## src/hdl/ntps_pkg.sv

```systemverilog
`timescale 1ns / 1ps
`default_nettype none
package ntps_pkg;

  localparam int MAX_POSES = 256;
  localparam int COORD_W   = 24;
  localparam int ADDR_W    = $clog2(MAX_POSES);
  localparam int CNT_W     = ADDR_W + 1;
  localparam int IDX_W     = CNT_W + 1;
  localparam int DIST_W    = 49;
  localparam int MUL_W     = 26;
  localparam int PROD_W    = 2 * MUL_W;
  localparam int NUM_W     = 2 * DIST_W;
  localparam int ACC_W     = NUM_W + 1;
  localparam int DIV_CNT_W = $clog2(NUM_W);

  // operation codes
  localparam logic [2:0] OP_CLEAR   = 3'd0;
  localparam logic [2:0] OP_APPEND  = 3'd1;
  localparam logic [2:0] OP_POINT   = 3'd2;
  localparam logic [2:0] OP_SEGMENT = 3'd3;
  localparam logic [2:0] OP_REGION  = 3'd4;

  // register indexes
  localparam logic [1:0] REG_RADIUS = 2'd0;
  localparam logic [1:0] REG_BEHIND = 2'd1;
  localparam logic [1:0] REG_SKIP   = 2'd2;

  typedef enum logic [4:0] {
    S_IDLE, S_R0, S_R1, S_R2, S_R3,
    S_LN0, S_LN1, S_LN2,
    S_RD, S_LD,
    S_SQ0, S_SQ1, S_SQ2,
    S_SG0, S_SG1, S_SG2, S_SG3, S_SG4,
    S_CR0, S_CR1, S_CR2, S_CR3, S_DIV,
    S_HD0, S_HD1, S_HD2,
    S_DONE
  } ntps_state_t;

endpackage
`default_nettype wire

```

## src/hdl/ntps_div.sv

```systemverilog
`timescale 1ns / 1ps
`default_nettype none
module ntps_div import ntps_pkg::*; (
  input  wire logic              clk,
  input  wire logic              rst_n,
  input  wire logic              start,
  input  wire logic [NUM_W-1:0]  num,
  input  wire logic [DIST_W-1:0] den,
  output logic                   done,
  output logic      [DIST_W-1:0] quo
);

  // restoring divider, one quotient bit a cycle
  logic [NUM_W-1:0]     n_r, n_nxt;
  logic [DIST_W-1:0]    r_r, r_nxt;
  logic [DIST_W-1:0]    q_r, q_nxt;
  logic [DIST_W-1:0]    den_r, den_nxt;
  logic [DIV_CNT_W-1:0] cnt_r, cnt_nxt;
  logic                 busy_r, busy_nxt;
  logic                 done_r, done_nxt;
  logic [DIST_W:0]      r2;
  logic [DIST_W:0]      r_sub;
  logic                 ge;

  always_comb begin
    r2    = {r_r, n_r[NUM_W-1]};
    r_sub = r2 - {1'b0, den_r};
    ge    = r2 >= {1'b0, den_r};
    n_nxt    = n_r;
    r_nxt    = r_r;
    q_nxt    = q_r;
    den_nxt  = den_r;
    cnt_nxt  = cnt_r;
    busy_nxt = busy_r;
    done_nxt = 1'b0;
    if (start) begin
      n_nxt    = num;
      r_nxt    = '0;
      q_nxt    = '0;
      den_nxt  = den;
      cnt_nxt  = '0;
      busy_nxt = 1'b1;
    end else if (busy_r) begin
      n_nxt   = {n_r[NUM_W-2:0], 1'b0};
      r_nxt   = ge ? r_sub[DIST_W-1:0] : r2[DIST_W-1:0];
      q_nxt   = {q_r[DIST_W-2:0], ge};
      cnt_nxt = cnt_r + 1'b1;
      if (cnt_r == DIV_CNT_W'(NUM_W - 1)) begin
        busy_nxt = 1'b0;
        done_nxt = 1'b1;
      end
    end
  end

  always_ff @(posedge clk) begin
    if (!rst_n) begin
      busy_r <= 1'b0;
      done_r <= 1'b0;
    end else begin
      busy_r <= busy_nxt;
      done_r <= done_nxt;
    end
    n_r   <= n_nxt;
    r_r   <= r_nxt;
    q_r   <= q_nxt;
    den_r <= den_nxt;
    cnt_r <= cnt_nxt;
  end

  assign done = done_r;
  assign quo  = q_r;

endmodule
`default_nettype wire

```

## config.mk

```make
export PLATFORM = sky130hd
export DESIGN_NAME = ntps_div
export DESIGN_NICKNAME = d
export VERILOG_FILES = /design/src/hdl/ntps_pkg.sv /design/src/hdl/ntps_div.sv
export SDC_FILE = /design/constraint.sdc
export NUM_CORES = 1
export LEC_CHECK = 0
export CAP_MARGIN = 25
export CORE_ASPECT_RATIO = 0.6
export CORE_UTILIZATION = 30
export CTS_CLUSTER_DIAMETER = 30
export DETAILED_ROUTE_END_ITERATION = 10
export DONT_BUFFER_PORTS = 1
export SYNTH_ARGS = -nofsm -noshare
export SYNTH_HDL_FRONTEND = slang
export SYNTH_SLANG_ARGS = --single-unit
```

## constraint.sdc

```tcl
create_clock -name clk -period 6.1 [get_ports clk]
set_input_delay 1.525 -clock clk [delete_from_list [all_inputs] [get_ports clk]]
set_output_delay 1.525 -clock clk [all_outputs]
set_load 0.01 [all_outputs]
```

==> metrics.md <==
| Metric | Value |
|---|---|
| Avg Inst Size Synth | 10.71 um2 |
| CP peak stage delay | 780 ps |
| Largest family of logic cells by synthesized area | multiplexers |
| Worst setup path endpoint | r_r[23] |
| # IOs | 200 |
| IO buf count | 0 |
| Final setup violation count | 0 |
| RSZ-0062 raised after global routing | no |
| Post-synth ARST share | 0 |
| CP Class | register to register |
| Hold Crit Class | register to register |
| Post-CTS Setup Inserts | 0 |
| Initial DRC Count | 690 |
| R2r setup slk | 1780 ps |
| Crit-path max FO | between 60 and 70 |
| Register bit total from synthesis | 254 |
| Vias/cell | slightly below 5 |
| Logic depth of the worst setup path including buffers | 14 |
| Worst setup margin | 1775 ps |
| Clock Latency Late Sink | 570 ps |
| Synth top area cells | edfxtp_1, dfxtp_1, mux2_2 |
| Fillers | 4141 |
| Deepest clock path buffer count | 3 |
| Hold_buf cts | 0 |
| Vias in the first global route | 8559 |
| Largest net degree at the start of global routing | 253 |
| Fin. Hold Viols | 0 |
| Routed WL | 29.85 mm |
| Tot GR Track Use | 0.1384 |
| Worst EP required | 6520 ps |
| Reg-to-Reg Start | n_r[97] |
| Min Tclk post-route | 4325 ps |
| Final Max Tran Viols | 0 |
| Routability congestion estimate | just over 0.9 |
| Wire per inst | around 17 um |
| Post-synth top area cell | edfxtp_1 |
| Setup TNS | 0 ps |
| Static Leak | approximately 6 nW |
| Most frequent cell after synthesis | nor2_1 |
| Post-synthesis mux area share | 0.1382 |
| Number of flops mapped to enable cells by yosys | 147 |
| Ys flop type | edfxtp_1 |
| CP max-delay cell | a211oi_4 |
| Mapped Area | 0.01275 mm2 |
| Site row count | 58 |
| ANT nets after route | 0 |
| DR vias | 8736 |
| DR pass1 iterations | 5 |
| Post-cts gate resize count | 0 |
| Maximum vdd ir drop | approximately 190 uV |
| Initial cell density of the core | 0.3046 |
| Die area | 0.04337 mm2 |
| Total CTS buffers | 52 |
| Worst setup SP type | register |
| Arrival @ worst endpoint | ~4700 ps |
| Pre-CTS WS | ~1800 ps |
| WHS Path Cells | 2 |
| HPWL after detailed placement | 20.03 mm |
| CP Capture Type | register |
| Power per cell area | 371.6 mW/mm2 |
| Syn. warnings | 0 |
| Core box area | about 0.042 mm2 |
| CTS tree | yes |
| Reg clk slew, reported paths | 50 ps |
| GRT Residual Overflow | 0 |
| Cells after synthesis | 1191 |
| Max_slew headroom | 0.4012 |
| Placed Area | 0.01325 mm2 |
| Die H | approximately 160 um |
| Die Wd | 268.2 um |
| DRC viols | 0 |
| Hold slack | 501.5 ps |
| CP startpoint | n_r[97] |
| Global-route wire length before repair | 48.03 mm |
| F_max | around 230 MHz |
| Top-area cell type share of the netlist area | 0.3461 |
| Sequential area share after synthesis | 0.5141 |
| Area grow syn2layout | 18.41% |
| Worst Max-Slew Pin Slew | 898.2 ps |
| Antenna violations before repair | 8 |
| Period utilisation layout | 0.7090 |
| Buf/Inv on CP | 3 |
| CP top delay family | compound AO/OA/AOI/OAI gates |
| Post-synthesis xor/xnor area fraction | 0.03434 |
| CTS root buffer | clkbuf_16 |
| Post-synthesis compound-gate area fraction | 0.1241 |
| CP Cell Sequence | inv_1 -> ha_1 -> inv_1 -> fa_1 -> a21o_1 -> a221o_1 -> a211o_1 -> nor4b_1 -> o21ai_1 -> nand2_1 -> a211oi_4 -> buf_12 -> mux2i_1 -> a211oi_1 |
| Clock sinks | 254 |
| Synth Area in Simple Gates | 0.09556 |
| Post-synthesis adder-cell area fraction | 0.05160 |
| R2R Path End | r_r[23] |
| Mapped Nets | 1393 |
| R2R depth | 14 |
| Number of H-tree levels | 2 |
| Setup Skew | ~22 ps |
| Post-Layout Inst Area | 0.01510 mm2 |
| Synth cell types | between 50 and 60 |
| Max-cap violations | 0 |
| Tot Pwr | 0.005612 W |
| Top cells by count, synth | nor2_1, edfxtp_1, dfxtp_1 |
| Most used cell, CP | inv_1 |
| Outcome | finished clean |
| Fin nets | around 1400 |
| Layout cell share with drive strength beyond 1 | 0.1686 |
-- cells in the final DEF, fill, tap and decap left out, types with 6 or more instances in the layout --
master,count
a211oi_1,49
a21o_1,15
a21oi_1,99
a31oi_1,6
and2_1,6
clkbuf_16,53
clkinv_2,8
clkinv_4,6
clkinvlp_4,7
dfxtp_1,106
edfxtp_1,147
ha_1,51
inv_1,71
inv_6,7
mux2_2,97
mux2i_1,67
nand2_1,59
nand3_1,12
nand4_1,17
nor2_1,155
nor3_1,9
o211ai_1,6
o21ai_0,33
o21bai_1,8
xnor2_1,32
xor2_1,18
-- worst register-to-register path, cell delays in order (launching register included) --
cell      delay [ps]
edfxtp_1         380
inv_1             70
ha_1             160
inv_1             50
fa_1             400
a21o_1           220
a221o_1          400
a211o_1          350
nor4b_1          200
o21ai_1          130
nand2_1          210
a211oi_4         780
buf_12           360
mux2i_1          360
a211oi_1          90
-- state kept, by name, summed over array words and instances, names as in the netlist --
name and cells:
quo 49, r_r 49, den_r 49, n_r 98, done 1, busy_r 1
cnt_r 7
-- per-stage QoR --
stage / util / cells
2_1_floorplan: - / 1191
3_3_place_gp: 0.3164 / 1698
3_5_place_dp: 0.3164 / 1698
4_1_cts: 0.3592 / 1796
5_1_grt: 0.3607 / 1801
6_report: 0.3607 / 1801
-- area by class of cell --
type	instances	area [um2]	area share
Clock inverter	41	440.4	0.02916
Tap cell	570	713.2	0.04722
Timing Repair Buffer	6	97.59	0.006462
Multi-Input combinational cell	798	5660	0.3748
Antenna cell	3	7.507	0.0004971
Sequential cell	254	6560	0.4344
Inverter	72	271.5	0.01798
Clock buffer	57	1351	0.08948
-- routing by layer --
layer,track usage,share of wire,vias up
li1,-,-,4323
met2,0.1903,0.41,243
met3,0.05064,0.080,57
met4,0.03896,0.020,8
met1,0.2001,0.49,4105
met5,0,0.0018,-
-- worst min path at each step --
stage / start / endpoint / slack [ps]
after floorplan: r_r[22] / r_r[22] / 450
after global placement: cnt_r[6] / cnt_r[6] / 490
after detailed placement: r_r[22] / r_r[22] / 500
after CTS: r_r[22] / r_r[22] / 500
after global routing: r_r[7] / r_r[7] / 520
final: r_r[22] / r_r[22] / 500
-- power breakdown --
part | internal [W] | switching (W) | total [W] | leakage, nW
Sequential | 0.00197 | 0.0000575 | 0.00203 | 2.34
Clock | 0.00177 | 0.00104 | 0.00281 | 0.857
Combinational | 0.000333 | 0.000444 | 0.000777 | 2.66
Total | 0.00407 | 0.00154 | 0.00561 | 5.85
-- cell families (layout without fill, tap and decap cells) --
family          count (synthesis)  after routing
compound gates                249            249
xor+xnor                       50             50
fa+ha+maj                      52             52
buf+inv                       139            176
flops                         254            254
mux                           164            164
other cells                     0              3
simple gates                  283            283
No activity file was read; power rests on OpenSTA's default activity.
